$ cat src/hw/rtl/rglc_pkg.sv
// rglc_pkg: shared types, codes and timer helpers for the radar gesture level controller
// used by rglc_cfg, rglc_core and radar_gesture_level_controller; depends on nothing

package rglc_pkg;

    localparam int TIMER_BITS = 16;
    localparam int CFG_BITS   = 16;
    localparam int CMP_BITS   = (TIMER_BITS > CFG_BITS) ? TIMER_BITS : CFG_BITS;
    localparam int LEVEL_BITS = 7;
    localparam int COUNT_BITS = 3;
    localparam int INDEX_BITS = 3;

    localparam logic [TIMER_BITS-1:0] TIMER_MAX = {TIMER_BITS{1'b1}};
    localparam logic [COUNT_BITS-1:0] COUNT_MAX = {COUNT_BITS{1'b1}};

    typedef enum logic [2:0] {
        MODE_STANDBY = 3'd0,
        MODE_GESTURE = 3'd1,
        MODE_SETTLE  = 3'd2,
        MODE_COMMAND = 3'd3,
        MODE_EXIT    = 3'd4
    } mode_t;

    typedef enum logic [1:0] {
        LED_OFF   = 2'd0,
        LED_RED   = 2'd1,
        LED_BLUE  = 2'd2,
        LED_GREEN = 2'd3
    } led_t;

    typedef enum logic [1:0] {
        DIR_NONE     = 2'd0,
        DIR_APPROACH = 2'd1,
        DIR_DEPART   = 2'd2,
        DIR_BAD      = 2'd3
    } dir_t;

    typedef enum logic [INDEX_BITS-1:0] {
        CFG_GESTURE_WINDOW = 3'd0,
        CFG_CHANGES_NEEDED = 3'd1,
        CFG_SETTLE_TICKS   = 3'd2,
        CFG_GATING_TICKS   = 3'd3,
        CFG_UPDATE_PERIOD  = 3'd4,
        CFG_LEVEL_STEP     = 3'd5,
        CFG_LEVEL_MIN      = 3'd6,
        CFG_LEVEL_MAX      = 3'd7
    } cfg_idx_t;

    typedef struct packed {
        logic [CFG_BITS-1:0]   gesture_window;
        logic [COUNT_BITS-1:0] changes_needed;
        logic [CFG_BITS-1:0]   settle_ticks;
        logic [CFG_BITS-1:0]   gating_ticks;
        logic [CFG_BITS-1:0]   update_period;
        logic [LEVEL_BITS-1:0] level_step;
        logic [LEVEL_BITS-1:0] level_min;
        logic [LEVEL_BITS-1:0] level_max;
    } cfg_t;

    typedef struct packed {
        logic       motion_seen;
        logic [1:0] dir_code;
        logic       sample_ok;
    } item_t;

    typedef struct packed {
        mode_t                 mode;
        led_t                  led_colour;
        logic [LEVEL_BITS-1:0] level;
        logic                  exit_pulse;
    } res_t;

    // saturating tick counter
    function automatic logic [TIMER_BITS-1:0] tinc(input logic [TIMER_BITS-1:0] t);
        tinc = (t == TIMER_MAX) ? t : t + TIMER_BITS'(1);
    endfunction

    function automatic logic timer_gt(input logic [TIMER_BITS-1:0] t,
                                      input logic [CFG_BITS-1:0] c);
        timer_gt = CMP_BITS'(t) > CMP_BITS'(c);
    endfunction

    function automatic logic timer_ge(input logic [TIMER_BITS-1:0] t,
                                      input logic [CFG_BITS-1:0] c);
        timer_ge = CMP_BITS'(t) >= CMP_BITS'(c);
    endfunction

endpackage

$ cat src/hw/rtl/rglc_cfg.sv
// rglc_cfg: configuration register bank, written one word at a time by index
// depends on rglc_pkg

module rglc_cfg (
    input  logic                            clk,
    input  logic                            rst_n,
    input  logic                            wr_en,
    input  logic [rglc_pkg::INDEX_BITS-1:0] wr_index,
    input  logic [rglc_pkg::CFG_BITS-1:0]   wr_data,
    output rglc_pkg::cfg_t                  cfg
);

    rglc_pkg::cfg_t cfg_reg;
    rglc_pkg::cfg_t cfg_next;

    always_comb
    begin
        cfg_next = cfg_reg;
        if (wr_en)
        begin
            unique case (rglc_pkg::cfg_idx_t'(wr_index))
                rglc_pkg::CFG_GESTURE_WINDOW: cfg_next.gesture_window = wr_data;
                rglc_pkg::CFG_CHANGES_NEEDED:
                    cfg_next.changes_needed = wr_data[rglc_pkg::COUNT_BITS-1:0];
                rglc_pkg::CFG_SETTLE_TICKS:   cfg_next.settle_ticks = wr_data;
                rglc_pkg::CFG_GATING_TICKS:   cfg_next.gating_ticks = wr_data;
                rglc_pkg::CFG_UPDATE_PERIOD:  cfg_next.update_period = wr_data;
                rglc_pkg::CFG_LEVEL_STEP:
                    cfg_next.level_step = wr_data[rglc_pkg::LEVEL_BITS-1:0];
                rglc_pkg::CFG_LEVEL_MIN:
                    cfg_next.level_min = wr_data[rglc_pkg::LEVEL_BITS-1:0];
                rglc_pkg::CFG_LEVEL_MAX:
                    cfg_next.level_max = wr_data[rglc_pkg::LEVEL_BITS-1:0];
                default: cfg_next = cfg_reg;
            endcase
        end
    end

    always_ff @(posedge clk or negedge rst_n)
    begin
        if (!rst_n)
        begin
            cfg_reg.gesture_window <= rglc_pkg::CFG_BITS'(500);
            cfg_reg.changes_needed <= rglc_pkg::COUNT_BITS'(4);
            cfg_reg.settle_ticks   <= rglc_pkg::CFG_BITS'(1000);
            cfg_reg.gating_ticks   <= rglc_pkg::CFG_BITS'(500);
            cfg_reg.update_period  <= rglc_pkg::CFG_BITS'(100);
            cfg_reg.level_step     <= rglc_pkg::LEVEL_BITS'(10);
            cfg_reg.level_min      <= rglc_pkg::LEVEL_BITS'(5);
            cfg_reg.level_max      <= rglc_pkg::LEVEL_BITS'(100);
        end
        else
        begin
            cfg_reg <= cfg_next;
        end
    end

    assign cfg = cfg_reg;

endmodule

$ cat src/hw/rtl/rglc_core.sv
// rglc_core: mode sequencer, timers and level ramp; one sample word per step strobe
// depends on rglc_pkg

module rglc_core (
    input  logic                 clk,
    input  logic                 rst_n,
    input  logic                 step,
    input  rglc_pkg::item_t      item,
    input  rglc_pkg::cfg_t       cfg,
    output rglc_pkg::res_t       res
);

    localparam int TB = rglc_pkg::TIMER_BITS;
    localparam int LB = rglc_pkg::LEVEL_BITS;
    localparam int CB = rglc_pkg::COUNT_BITS;

    rglc_pkg::mode_t mode_reg, mode_next;
    logic [CB-1:0]   change_count_reg, change_count_next;
    logic [TB-1:0]   window_timer_reg, window_timer_next;
    logic [TB-1:0]   settle_timer_reg, settle_timer_next;
    logic [TB-1:0]   command_elapsed_reg, command_elapsed_next;
    logic [TB-1:0]   update_elapsed_reg, update_elapsed_next;
    logic [1:0]      last_direction_reg, last_direction_next;
    logic [LB-1:0]   level_reg, level_next;

    logic [1:0]      dir_cur;
    logic            dir_change;
    logic [TB-1:0]   window_inc;
    logic [TB-1:0]   settle_inc;
    logic [TB-1:0]   command_inc;
    logic [TB-1:0]   update_inc;
    logic            gate_open;
    logic            leave;
    logic [LB:0]     level_up;
    logic [LB:0]     level_floor;
    logic [CB-1:0]   count_bumped;
    logic            pulse;

    // an invalid sample or direction code three keeps the previous direction
    assign dir_cur = (item.sample_ok && item.dir_code != rglc_pkg::DIR_BAD)
                     ? item.dir_code : last_direction_reg;
    assign dir_change  = dir_cur != last_direction_reg;
    assign window_inc  = rglc_pkg::tinc(window_timer_reg);
    assign settle_inc  = rglc_pkg::tinc(settle_timer_reg);
    assign command_inc = rglc_pkg::tinc(command_elapsed_reg);
    assign update_inc  = rglc_pkg::tinc(update_elapsed_reg);
    assign gate_open   = rglc_pkg::timer_gt(command_inc, cfg.gating_ticks);
    assign leave       = gate_open && dir_change;
    assign level_up    = {1'b0, level_reg} + {1'b0, cfg.level_step};
    assign level_floor = {1'b0, cfg.level_min} + {1'b0, cfg.level_step};
    assign count_bumped = (dir_change && change_count_reg != rglc_pkg::COUNT_MAX)
                          ? change_count_reg + CB'(1) : change_count_reg;

    always_comb
    begin
        mode_next            = mode_reg;
        change_count_next    = change_count_reg;
        window_timer_next    = window_timer_reg;
        settle_timer_next    = settle_timer_reg;
        command_elapsed_next = command_elapsed_reg;
        update_elapsed_next  = update_inc;
        last_direction_next  = last_direction_reg;
        level_next           = level_reg;
        pulse                = 1'b0;

        unique case (mode_reg)
            rglc_pkg::MODE_STANDBY:
            begin
                if (item.sample_ok && item.motion_seen)
                begin
                    mode_next         = rglc_pkg::MODE_GESTURE;
                    change_count_next = '0;
                    window_timer_next = '0;
                end
            end
            rglc_pkg::MODE_GESTURE:
            begin
                last_direction_next = dir_cur;
                change_count_next   = count_bumped;
                window_timer_next   = window_inc;
                // window expiry wins over a completed gesture
                if (rglc_pkg::timer_gt(window_inc, cfg.gesture_window))
                begin
                    change_count_next = '0;
                    window_timer_next = '0;
                end
                else if (count_bumped >= cfg.changes_needed)
                begin
                    mode_next         = rglc_pkg::MODE_SETTLE;
                    settle_timer_next = '0;
                end
            end
            rglc_pkg::MODE_SETTLE:
            begin
                settle_timer_next = settle_inc;
                if (rglc_pkg::timer_ge(settle_inc, cfg.settle_ticks))
                begin
                    mode_next            = rglc_pkg::MODE_COMMAND;
                    command_elapsed_next = '0;
                end
            end
            rglc_pkg::MODE_COMMAND:
            begin
                command_elapsed_next = command_inc;
                // direction tracking only starts once gating has passed
                if (gate_open)
                    last_direction_next = dir_cur;
                if (leave)
                begin
                    mode_next         = rglc_pkg::MODE_EXIT;
                    settle_timer_next = '0;
                    pulse             = 1'b1;
                end
                else if (rglc_pkg::timer_gt(update_inc, cfg.update_period))
                begin
                    update_elapsed_next = '0;
                    if (item.sample_ok)
                    begin
                        if (item.dir_code == rglc_pkg::DIR_DEPART)
                        begin
                            if (level_reg < cfg.level_max)
                                level_next = (level_up > {1'b0, cfg.level_max})
                                             ? cfg.level_max : level_up[LB-1:0];
                        end
                        else if (level_reg > cfg.level_min)
                        begin
                            level_next = ({1'b0, level_reg} < level_floor)
                                         ? cfg.level_min : level_reg - cfg.level_step;
                        end
                    end
                end
            end
            rglc_pkg::MODE_EXIT:
            begin
                settle_timer_next = settle_inc;
                if (rglc_pkg::timer_ge(settle_inc, cfg.settle_ticks))
                    mode_next = rglc_pkg::MODE_STANDBY;
            end
            default: mode_next = rglc_pkg::MODE_STANDBY;
        endcase
    end

    always_comb
    begin
        res.mode       = mode_next;
        res.level      = level_next;
        res.exit_pulse = pulse;
        unique case (mode_next)
            rglc_pkg::MODE_GESTURE: res.led_colour = rglc_pkg::LED_RED;
            rglc_pkg::MODE_SETTLE:  res.led_colour = rglc_pkg::LED_BLUE;
            rglc_pkg::MODE_COMMAND: res.led_colour = rglc_pkg::LED_GREEN;
            default:                res.led_colour = rglc_pkg::LED_OFF;
        endcase
    end

    always_ff @(posedge clk or negedge rst_n)
    begin
        if (!rst_n)
        begin
            mode_reg            <= rglc_pkg::MODE_STANDBY;
            change_count_reg    <= '0;
            window_timer_reg    <= '0;
            settle_timer_reg    <= '0;
            command_elapsed_reg <= '0;
            update_elapsed_reg  <= rglc_pkg::TIMER_MAX;
            last_direction_reg  <= rglc_pkg::DIR_NONE;
            level_reg           <= '0;
        end
        else if (step)
        begin
            mode_reg            <= mode_next;
            change_count_reg    <= change_count_next;
            window_timer_reg    <= window_timer_next;
            settle_timer_reg    <= settle_timer_next;
            command_elapsed_reg <= command_elapsed_next;
            update_elapsed_reg  <= update_elapsed_next;
            last_direction_reg  <= last_direction_next;
            level_reg           <= level_next;
        end
    end

    a_pulse_on_exit: assert property (@(posedge clk) disable iff (!rst_n)
        res.exit_pulse |-> (mode_reg == rglc_pkg::MODE_COMMAND
                            && mode_next == rglc_pkg::MODE_EXIT))
        else $error("exit pulse outside a command to exit transition");

    a_level_only_in_command: assert property (@(posedge clk) disable iff (!rst_n)
        (step && level_next != level_reg) |-> mode_reg == rglc_pkg::MODE_COMMAND)
        else $error("level moved outside command mode");

    a_gesture_start_clean: assert property (@(posedge clk) disable iff (!rst_n)
        (step && mode_reg == rglc_pkg::MODE_STANDBY
         && mode_next == rglc_pkg::MODE_GESTURE)
        |=> (change_count_reg == '0 && window_timer_reg == '0))
        else $error("gesture capture did not start from a cleared count");

    a_hold_without_step: assert property (@(posedge clk) disable iff (!rst_n)
        !step |=> ($stable(mode_reg) && $stable(level_reg)
                   && $stable(update_elapsed_reg)))
        else $error("state moved without a sample word");

endmodule

$ cat src/hw/rtl/radar_gesture_level_controller.sv
// radar_gesture_level_controller: top level with input and result registers around the core
// depends on rglc_pkg, rglc_cfg, rglc_core
//
// Usage: one sample word (motion_seen, dir_code, sample_ok) per millisecond tick on
// the in channel; each word yields exactly one result word (mode, led_colour, level,
// exit_pulse) on the out channel, in order. Both channels use valid/ready.
// The cfg channel writes register cfg_index with cfg_data; it is always ready and
// should be used only while no word is in flight.
// Path: an accepted word goes from the input register through rglc_core into the
// result register and is shown on out with out_valid high. Throughput: one word per
// cycle while out is not stalled, set by the state update in rglc_core between them.
// Stall: while out_ready is low the result word holds; the input register still
// takes one more word, then in_ready drops until the result is taken.
// Reset: rst_n clears both registers' valid flags, puts the mode to standby with
// level zero and loads the default configuration.

module radar_gesture_level_controller (
    input  logic                            clk,
    input  logic                            rst_n,

    input  logic                            in_valid,
    output logic                            in_ready,
    input  logic                            motion_seen,
    input  logic [1:0]                      dir_code,
    input  logic                            sample_ok,

    output logic                            out_valid,
    input  logic                            out_ready,
    output logic [2:0]                      mode,
    output logic [1:0]                      led_colour,
    output logic [rglc_pkg::LEVEL_BITS-1:0] level,
    output logic                            exit_pulse,

    input  logic                            cfg_valid,
    output logic                            cfg_ready,
    input  logic [rglc_pkg::INDEX_BITS-1:0] cfg_index,
    input  logic [rglc_pkg::CFG_BITS-1:0]   cfg_data
);

    rglc_pkg::cfg_t  cfg;
    rglc_pkg::item_t item_reg;
    rglc_pkg::res_t  res;
    rglc_pkg::res_t  res_reg;
    logic            in_full_reg;
    logic            out_full_reg;
    logic            advance;
    logic            in_take;

    assign cfg_ready = 1'b1;
    assign advance   = in_full_reg && (!out_full_reg || out_ready);
    assign in_ready  = !in_full_reg || advance;
    assign in_take   = in_valid && in_ready;

    rglc_cfg u_cfg (
        .clk      (clk),
        .rst_n    (rst_n),
        .wr_en    (cfg_valid && cfg_ready),
        .wr_index (cfg_index),
        .wr_data  (cfg_data),
        .cfg      (cfg)
    );

    rglc_core u_core (
        .clk   (clk),
        .rst_n (rst_n),
        .step  (advance),
        .item  (item_reg),
        .cfg   (cfg),
        .res   (res)
    );

    always_ff @(posedge clk or negedge rst_n)
    begin
        if (!rst_n)
        begin
            in_full_reg  <= 1'b0;
            out_full_reg <= 1'b0;
        end
        else
        begin
            if (in_take)
                in_full_reg <= 1'b1;
            else if (advance)
                in_full_reg <= 1'b0;

            if (advance)
                out_full_reg <= 1'b1;
            else if (out_ready)
                out_full_reg <= 1'b0;
        end
    end

    always_ff @(posedge clk)
    begin
        if (in_take)
        begin
            item_reg.motion_seen <= motion_seen;
            item_reg.dir_code    <= dir_code;
            item_reg.sample_ok   <= sample_ok;
        end
        if (advance)
            res_reg <= res;
    end

    assign out_valid  = out_full_reg;
    assign mode       = res_reg.mode;
    assign led_colour = res_reg.led_colour;
    assign level      = res_reg.level;
    assign exit_pulse = res_reg.exit_pulse;

endmodule
$ cat config.mk
export PLATFORM = sky130hd
export DESIGN_NAME = radar_gesture_level_controller
export DESIGN_NICKNAME = d
export VERILOG_FILES = /design/src/hw/rtl/rglc_pkg.sv /design/src/hw/rtl/rglc_cfg.sv /design/src/hw/rtl/rglc_core.sv /design/src/hw/rtl/radar_gesture_level_controller.sv
export SDC_FILE = /design/constraint.sdc
export NUM_CORES = 1
export LEC_CHECK = 0
export ABC_AREA = 1
export BUFFER_PORTS_ARGS = -buffer_cell sky130_fd_sc_hd__buf_4
export CORE_AREA = 2 2 161 163
export DETAILED_ROUTE_END_ITERATION = 8
export DIE_AREA = 0 0 163 165
export MAX_ROUTING_LAYER = met4
export PLACE_DENSITY = 0.66
export SYNTH_ARGS = -nofsm -noshare
export SYNTH_HDL_FRONTEND = slang
export SYNTH_SLANG_ARGS = --single-unit
$ cat constraint.sdc
create_clock -name clk -period 6.1 [get_ports clk]
set_input_delay 0.61 -clock clk [delete_from_list [all_inputs] [get_ports clk]]
set_output_delay 0.61 -clock clk [all_outputs]
set_load 0.02 [all_outputs]
==> flow_summary.json, run 1 <==
{
  "worstSetupStartpointType": "flip-flop",
  "cp_cell_sequence": "ha_1, nand2_1, nor3_2, nand2_2, nor3_4, nand2_4, o21bai_1, inv_1, ha_1, inv_1, nor2_1, nor2_1, o21ai_0, nand2_1, nand2_1, nand2_1, nand3_1, nand2_1, nand2_1, nand2_1, nand2_1, o21ai_0",
  "status": "finished, final reports clean",
  "crit_top_cell": "nand2_1",
  "grt_usage_pct": 25.1,
  "ff2ff_path_depth": 22,
  "yosys-top-cells-count": "nand2_1, inv_1, o21ai_0",
  "cts_tree": "done",
  "cpPeakStageDelay_ns": 0.69,
  "std_cell_rows": 58,
  "seq_power_share_pct": 35.9,
  "synth.yosys.seq_area_share_pct": 38.5,
  "postCtsSetupBuffers": 0,
  "clockRootBuffer": "clkbuf_16",
  "setup_violations": 0,
  "vias_per_cell": 5.28,
  "largest_reg_flops": 88,
  "drv_slew": 0,
  "clockPowerShare_pct": 21.4,
  "synth_edf_count": 17,
  "worstMarginPinSlew_ns": 1.14,
  "r2r-start": "u_core.window_timer_reg[1]$_DFFE_PN0P_",
  "cp_slowest_cell": "nand2_1",
  "grt_pass1_vias": 10100,
  "hold_violations": 0,
  "ir_drop_uv": 154,
  "critical_path_depth": 22,
  "arrival_ns": 4.50,
  "ant_nets": 0,
  "netlist_area_um2": 12500,
  "path_class": "flip-flop to flip-flop",
  "clkTransAtPathRegs_ns": 0.08,
  "critPathLaunch": "u_core.window_timer_reg[1]$_DFFE_PN0P_",
  "start_util_pct": 49.8,
  "p_sw_share_pct": 42.0,
  "syn_avg_cell_area_um2": 7.60,
  "route.detailed.drc": 0,
  "drt_iter0_drc": 860,
  "cts.repair.resized": 0,
  "dieArea_um2": 26900,
  "syn_inst": 1640,
  "p_sw_mw": 2.15,
  "fin_crit_sh_pct": 69.2,
  "required_ns": 6.38,
  "diodes": 0,
  "grt-ovfl-total": 0,
  "reg2reg_to": "u_core.settle_timer_reg[13]$_DFFE_PN0P_",
  "r2r_slack_ns": 1.88,
  "ys_ff_latch": 186,
  "fmax_mhz": 237,
  "core_um2": 25000,
  "ys_types": 51,
  "slew_headroom_pct": 24.1,
  "synthFlopType": "dfrtp_1",
  "clock_path_buffers": 2,
  "dieHeight_um": 165,
  "synth_nets": 1790,
  "htreeDepth": 4,
  "clock_latency_ns": 0.44,
  "p_per_area_nw_per_um2": 375,
  "finalSetupTns_ns": 0,
  "synthArstFlopShare_pct": 90.9,
  "hold_path_class": "input port to async pin",
  "dp_cells": 1983,
  "netlist.area_leader.share_pct": 24.9,
  "vias": 10600,
  "drt_first_pass_iters": 5,
  "synthTopCellsByArea": "dfrtp_1, nand2_1, ha_1",
  "finalWirelength_um": 31000,
  "path_buf_inv": 2,
  "layout.cells.non_filler": 2015,
  "pwr-share-comb_pct": 42.6,
  "die_w_um": 163,
  "hpwl_um": 22800,
  "period_minus_slack_ns": 4.22,
  "grt_max_degree": 71,
  "holdBufCountCts": 0,
  "rsz0062_at_grt": "no",
  "grt_pass1_wl_um": 51500,
  "crit_family": "simple AND/OR/NAND/NOR gates",
  "routedWlPerCell_um": 15.4,
  "skew_ns": 0.0133,
  "ys_warn_count": 0,
  "routabilityCongestion": 0.926,
  "antenna_found_initial": 0,
  "p_leak_nw": 6.99,
  "maxCapViolCount": 0,
  "io_pins": 44,
  "numCtsBuffers": 17,
  "crit_fanout": 31,
  "portBuffers": 42,
  "cp-end-kind": "flip-flop",
  "final.fill_count": 2364,
  "synthToLayoutAreaGrowth_pct": 9.61,
  "yosysTopAreaCell": "dfrtp_1",
  "final_layout_size_suffix_gt1_share_pct": 8.84,
  "post-route-util_pct": 54.6,
  "numClockSinks": 186,
  "p_int_mw": 2.97,
  "crit_end": "u_core.settle_timer_reg[13]$_DFFE_PN0P_",
  "fin_nets": 1822,
  "yosysMostFrequentCell": "nand2_1"
}
## worst min path at each step
stage                     slack (ns)                   endpoint  cells past startpoint                 startpoint
after detailed placement        0.47  u_cfg.cfg[50]$_DFFE_PN0P_                      2  u_cfg.cfg[50]$_DFFE_PN0P_
after global routing            0.23  u_cfg.cfg[24]$_DFFE_PN0P_                      1                      rst_n
after CTS                       0.21  u_cfg.cfg[24]$_DFFE_PN0P_                      1                      rst_n
after global placement          0.47  u_cfg.cfg[48]$_DFFE_PN0P_                      2  u_cfg.cfg[48]$_DFFE_PN0P_
final                           0.18      out_valid$_DFFE_PN0P_                      1                      rst_n
after floorplan                 0.31    in_full_reg$_DFFE_PN0P_                      0                      rst_n
## cell families after synthesis
family	after synthesis	synth area share [%]
AND/OR/NAND/NOR	711	24.6
buffers and inverters	297	9.13
flip-flops	186	38.5
other	1	0.0301
XOR/XNOR	52	3.65
adder cells (fa/ha/maj)	122	12.4
AO/OA/AOI/OAI	271	11.6
## cell usage in the layout, fill, tap and decap left out, types with 47 or more instances in the layout
cell type,count
inv_1,256
a21oi_1,71
dfrtp_1,124
nor2_1,74
buf_4,47
nand3_1,110
xor2_1,48
nand2_1,435
o21ai_0,147
ha_1,119
## layout make-up
| type | instances | area, um^2 | share of cell area (%) |
|---|---|---|---|
| multi-input combinational | 1157 | 6530 | 47.8 |
| sequential | 186 | 4800 | 35.1 |
| inverter | 262 | 983 | 7.20 |
| clock buffer | 25 | 518 | 3.79 |
| tap | 330 | 413 | 3.02 |
| timing repair buffer | 48 | 364 | 2.67 |
| clock inverter | 7 | 56.3 | 0.412 |
## power groups by stage
stage / sequential [mW] / combinational [mW] / clock (mW)
3_5_place_dp: 1.85 / 2.16 / 0
2_1_floorplan: 1.80 / 1.62 / 0
4_1_cts: 1.84 / 2.18 / 1.12
5_1_grt: 1.88 / 2.53 / 1.16
6_report: 1.84 / 2.18 / 1.10
3_3_place_gp: 1.85 / 2.10 / 0
## routing by layer
layer  vias to the layer above  track usage, %  wire length, um
met1                      4937            33.6            15000
met2                       247            39.4            14000
met5                         -               -                0
met4                         0            7.52              636
li1                       5411               -                -
met3                        41            4.22             1380
## metrics by stage
| stage | power, mW | hold slack, ns | instance area (um^2) | setup slack [ns] |
|---|---|---|---|---|
| finish | 5.12 | 0.185 | 13700 | 1.88 |
| global route | 5.58 | 0.233 | 13700 | 1.27 |
| CTS | 5.13 | 0.215 | 13700 | 1.89 |
| detailed placement | 4.01 | 0.473 | 13100 | 1.95 |
| global placement | 3.95 | 0.468 | 13100 | 2.07 |
| floorplan | 3.43 | 0.314 | 12500 | 2.86 |
Note: power is estimated with default switching activity, not from simulation.
==> run 2: changes to the inputs <==
Clock period 6.1 ns to 4.15 ns, I/O delays scaled along.
==> run 2 against run 1 <==
Effect of this change: critical path depth up 2; via count rose by 1.0%; sequential cell count is the same; fmax grew 15%; sequential power rose by 47%; final area up 0.87%; clock power is 58% higher; combinational power is 50% higher.
==> flow_summary.json, run 2 (synthesis gave the netlist of run 1 again) <==
{
  "cp-end-kind": "flip-flop",
  "dieHeight_um": 165,
  "route.detailed.drc": 0,
  "skew_ns": 0.0123,
  "clockRootBuffer": "clkbuf_16",
  "cpPeakStageDelay_ns": 0.55,
  "numCtsBuffers": 17,
  "routedWlPerCell_um": 15.5,
  "dieArea_um2": 26900,
  "ir_drop_uv": 233,
  "finalWirelength_um": 31400,
  "r2r_slack_ns": 0.47,
  "cts.repair.resized": 0,
  "fin_area_um2": 13800,
  "crit_top_cell": "nand2_1",
  "p_per_area_nw_per_um2": 560,
  "io_pins": 44,
  "crit_fanout": 7,
  "drv_slew": 0,
  "htreeDepth": 4,
  "routabilityCongestion": 0.906,
  "finalSetupTns_ns": 0,
  "required_ns": 4.35,
  "holdBufCountCts": 0,
  "die_w_um": 163,
  "final_layout_size_suffix_gt1_share_pct": 9.69,
  "grt_pass1_wl_um": 51300,
  "drt_iter0_drc": 805,
  "worstMarginPinSlew_ns": 1.09,
  "fin_crit_sh_pct": 88.7,
  "drt_first_pass_iters": 6,
  "vias_per_cell": 5.31,
  "arrival_ns": 3.88,
  "largest_reg_flops": 88,
  "p_total_mw": 7.72,
  "hpwl_um": 23300,
  "path_class": "flip-flop to flip-flop",
  "ant_nets": 0,
  "pre_cts_slack_ns": 0.386,
  "final_cell_mix": "nand2_1, inv_1, o21ai_0, dfrtp_1, ha_1",
  "grt-ovfl-total": 0,
  "diodes": 0,
  "vias": 10700,
  "slew_headroom_pct": 27.2,
  "postCtsSetupBuffers": 0,
  "rsz0062_at_grt": "no",
  "maxCapViolCount": 0,
  "cp_slowest_cell": "dfstp_2",
  "synthToLayoutAreaGrowth_pct": 10.6,
  "fin_nets": 1829,
  "std_cell_rows": 58,
  "period_minus_slack_ns": 3.68,
  "grt_pass1_vias": 9977,
  "setup_slack_ns": 0.471,
  "worstSetupStartpointType": "flip-flop",
  "clkTransAtPathRegs_ns": 0.07,
  "setup_violations": 0,
  "cp_cell_sequence": "ha_1, nand2_1, nor2_2, nand2_1, nor2_1, nand2_1, nor2_1, nand3_2, inv_1, nor2_1, xor2_1, inv_1, ha_1, nand2_1, inv_1, nand3_1, nor3_1, nand2_1, a21oi_2, nand3_2, nor2_4, nand3_1, nand2_1, inv_1",
  "layout_commonest_cell": "nand2_1",
  "antenna_found_initial": 0,
  "hold_path_class": "input port to async pin",
  "clock_latency_ns": 0.44,
  "clock_path_buffers": 2,
  "start_util_pct": 49.8,
  "reg2reg_to": "level[0]$_DFFE_PP_",
  "cts_tree": "done",
  "dpl-instance-area_um2": 13100,
  "r2r-start": "u_core.update_elapsed_reg[1]$_DFFE_PN1P_",
  "p_leak_nw": 7.06,
  "fmax_mhz": 272,
  "hold_violations": 0,
  "numClockSinks": 186,
  "core_um2": 25000,
  "grt_max_degree": 98,
  "portBuffers": 42,
  "grt_usage_pct": 25.0,
  "status": "finished, final reports clean",
  "ff2ff_path_depth": 24
}
==> run 2: through the flow <==
stage	cells	util [%]	hold slack (ns)
after floorplan	1640	-	0.119
after global placement	1990	52.5	0.468
after detailed placement	1990	52.5	0.473
after CTS	2022	55.0	0.138
after global routing	2022	55.0	0.140
final	2022	55.0	0.0820
==> run 2: worst max path at each step <==
stage	cells after the start	from	slack (ns)	to
detailed placement	23	u_core.update_elapsed_reg[1]$_DFFE_PN1P_	0.39	u_core.update_elapsed_reg[2]$_DFFE_PN1P_
floorplan	24	u_core.update_elapsed_reg[1]$_DFFE_PN1P_	0.91	level[0]$_DFFE_PP_
CTS	23	u_core.update_elapsed_reg[1]$_DFFE_PN1P_	0.36	u_core.update_elapsed_reg[2]$_DFFE_PN1P_
global placement	23	u_core.update_elapsed_reg[1]$_DFFE_PN1P_	0.52	u_core.update_elapsed_reg[2]$_DFFE_PN1P_
finish	24	u_core.update_elapsed_reg[1]$_DFFE_PN1P_	0.47	level[0]$_DFFE_PP_
global route	24	u_core.update_elapsed_reg[1]$_DFFE_PN1P_	0.02	level[2]$_DFFE_PP_
==> run 2: layer usage <==
layer	share of wire, %	wire (um)	track usage (%)	up-vias
li1	-	-	-	5430
met1	48	15000	34.2	5064
met2	47	14600	39.9	227
met3	4.2	1310	3.44	24
met4	1.2	392	5.31	0
met5	0	0	-	-
==> run 2: layout make-up <==
type / instances / area [um^2]
well taps: 330 / 413
multi-input cells: 1157 / 6540
inverters: 262 / 983
repair buffers: 55 / 429
flip-flops and latches: 186 / 4800
clock inverters: 15 / 189
clock buffers: 17 / 425
fillers: 2395 / 11300
==> run 2: power breakdown <==
group	switching [mW]	internal [mW]
combinational	2.09	1.19
clock	0.771	0.965
sequential	0.370	2.34
total	3.23	4.49
==> run 2: worst max-delay path, delay by kind of cell (launching register included) <==
family | cells | cell delay, ns
and+or+nand+nor | 16 | 1.83
buffers and inverters | 4 | 0.26
AOI/OAI and AO/OA | 1 | 0.18
adders and majority gates | 2 | 0.45
xor gates and xnor gates | 1 | 0.18
DFF | 1 | 0.55
==> run 3: changes to the inputs <==
Clock period 4.15 ns to 3.9 ns, I/O delays scaled along.
==> run 3 against run 2 <==
Effect of this change: critical path depth is the same; register-to-register slack worse by 0.26 ns; via count down 0.12%; non-clock buffer count grew 9; clock skew is essentially flat; sequential cell count unchanged; clock-buffer cell count grew 2; global-route usage up 0.68 points; sequential power increased by 6%; first-iteration DRC count down 3.2%; critical path type unchanged; largest power group unchanged; highest routed layer unchanged.
==> flow_summary.json, run 3 (synthesis gave the netlist of run 1 again) <==
{
  "ff2ff_path_depth": 24,
  "numClockSinks": 186,
  "dp_cells": 1995,
  "arrival_ns": 3.90,
  "maxCapViolCount": 0,
  "pre_cts_slack_ns": 0.236,
  "layout.cells.non_filler": 2033,
  "largest_reg_flops": 88,
  "slew_headroom_pct": 18.9,
  "grt-ovfl-total": 0,
  "r2r_slack_ns": 0.21,
  "ir_drop_uv": 383,
  "dpl-instance-area_um2": 13200,
  "path_class": "flip-flop to flip-flop",
  "cp_slowest_cell": "dfstp_2",
  "vias": 10700,
  "fin_area_um2": 13900,
  "synthToLayoutAreaGrowth_pct": 11.5,
  "hold_depth": 1,
  "crit_family": "simple AND/OR/NAND/NOR gates",
  "numCtsBuffers": 17,
  "p_per_area_nw_per_um2": 593,
  "finalSetupTns_ns": 0,
  "post-route-util_pct": 55.5,
  "cts_tree": "done",
  "setup_violations": 0,
  "final_layout_size_suffix_gt1_share_pct": 10.9,
  "final_cell_mix": "nand2_1, inv_1, o21ai_0, dfrtp_1, ha_1",
  "grt_pass1_vias": 10300,
  "fmax_mhz": 271,
  "min_from": "dir_code[0]",
  "skew_ns": 0.0125,
  "hpwl_um": 23700,
  "core_um2": 25000,
  "drt_iter0_drc": 779,
  "worstSetupStartpointType": "flip-flop",
  "finalWirelength_um": 32300,
  "std_cell_rows": 58,
  "routabilityCongestion": 0.916,
  "hold_violations": 0,
  "period_minus_slack_ns": 3.69,
  "fin_nets": 1840,
  "hold_path_class": "input port to flip-flop",
  "cpPeakStageDelay_ns": 0.55,
  "grt_usage_pct": 25.7,
  "grt_max_degree": 59,
  "hold_ws_ns": 0.154,
  "die_w_um": 163,
  "drt_first_pass_iters": 7,
  "clkTransAtPathRegs_ns": 0.08,
  "dieHeight_um": 165,
  "vias_per_cell": 5.28,
  "crit_fanout": 7,
  "start_util_pct": 49.8,
  "p_total_mw": 8.24,
  "drv_slew": 0,
  "htreeDepth": 4,
  "fin_crit_sh_pct": 94.7,
  "clockRootBuffer": "clkbuf_16",
  "status": "finished, final reports clean",
  "layout_commonest_cell": "nand2_1",
  "antenna_found_initial": 0,
  "reg2reg_to": "level[0]$_DFFE_PP_",
  "cp-end-kind": "flip-flop",
  "critical_path_depth": 24,
  "ant_nets": 0,
  "p_leak_nw": 7.08,
  "grt_pass1_wl_um": 52400,
  "dieArea_um2": 26900,
  "r2r-start": "u_core.update_elapsed_reg[1]$_DFFE_PN1P_",
  "min_to": "item_reg[1]$_DFFE_PP_",
  "route.detailed.drc": 0,
  "routedWlPerCell_um": 15.9,
  "portBuffers": 42,
  "clock_path_buffers": 2,
  "worstMarginPinSlew_ns": 1.21,
  "cp_cell_sequence": "ha_2, nand2_2, nor2_2, nand2_1, nor2_2, nand2_2, nor2_2, nand3_2, inv_1, nor2_1, xor2_1, inv_1, ha_4, nand2_1, inv_1, nand3_2, nor3_1, nand2_1, a21oi_2, nand3_2, nor2_4, nand3_1, nand2_1, inv_1",
  "setup_slack_ns": 0.206,
  "diodes": 0,
  "required_ns": 4.11,
  "rsz0062_at_grt": "yes",
  "path_buf_inv": 4,
  "io_pins": 44,
  "clock_latency_ns": 0.44
}
==> run 3: changes by cell type in the layout (fill, tap and decap cells not counted), sizes merged <==
| cell | before | now |
|---|---|---|
| buf | 55 | 63 |
| bufinv | 3 | 2 |
| clkbuf | 17 | 19 |
| clkinv | 8 | 2 |
| clkinvlp | 0 | 6 |
| dlygate4sd3 | 0 | 1 |
| inv | 266 | 267 |
==> run 3: how the worst max path moves through the flow <==
stage,startpoint,endpoint,slack [ns]
2_1_floorplan,u_core.update_elapsed_reg[1]$_DFFE_PN1P_,level[0]$_DFFE_PP_,0.66
3_3_place_gp,u_core.update_elapsed_reg[0]$_DFFE_PN1P_,level[2]$_DFFE_PP_,0.36
3_5_place_dp,u_core.update_elapsed_reg[1]$_DFFE_PN1P_,level[0]$_DFFE_PP_,0.24
4_1_cts,u_core.update_elapsed_reg[1]$_DFFE_PN1P_,level[0]$_DFFE_PP_,0.22
5_1_grt,u_core.update_elapsed_reg[1]$_DFFE_PN1P_,level[5]$_DFFE_PP_,-0.08
6_report,u_core.update_elapsed_reg[1]$_DFFE_PN1P_,level[0]$_DFFE_PP_,0.21
==> run 3: report_power, final <==
part           internal (mW)  switching (mW)  leakage, nW
Combinational           1.29            2.26         4.54
Clock                  0.982           0.832        0.286
Sequential              2.49           0.388         2.25
==> run 3: final cells by class <==
cell class              count  area, um^2
repair buffers             64         499
clock buffers              19         443
clock inverters            13         155
fillers                  2349       11100
well taps                 330         413
multi-input cells        1157        6590
inverters                 262         987
flip-flops and latches    186        4800
repair inverters            2        12.5
==> run 3: repair_timing <==
action / 4_1_cts / 5_1_grt
hold endpoints to repair: 45 / 0
hold buffers: 1 / 0
resized for setup: 0 / 18
setup endpoints to repair: 0 / 38
buffers inserted: 0 / 3
==> run 3: routing by layer <==
layer	global-route usage (%)	vias up	routed length, um
li1	-	5443	-
met1	33.9	4981	14900
met2	40.4	253	15000
met3	3.84	55	1540
met4	9.33	0	954
met5	-	-	0
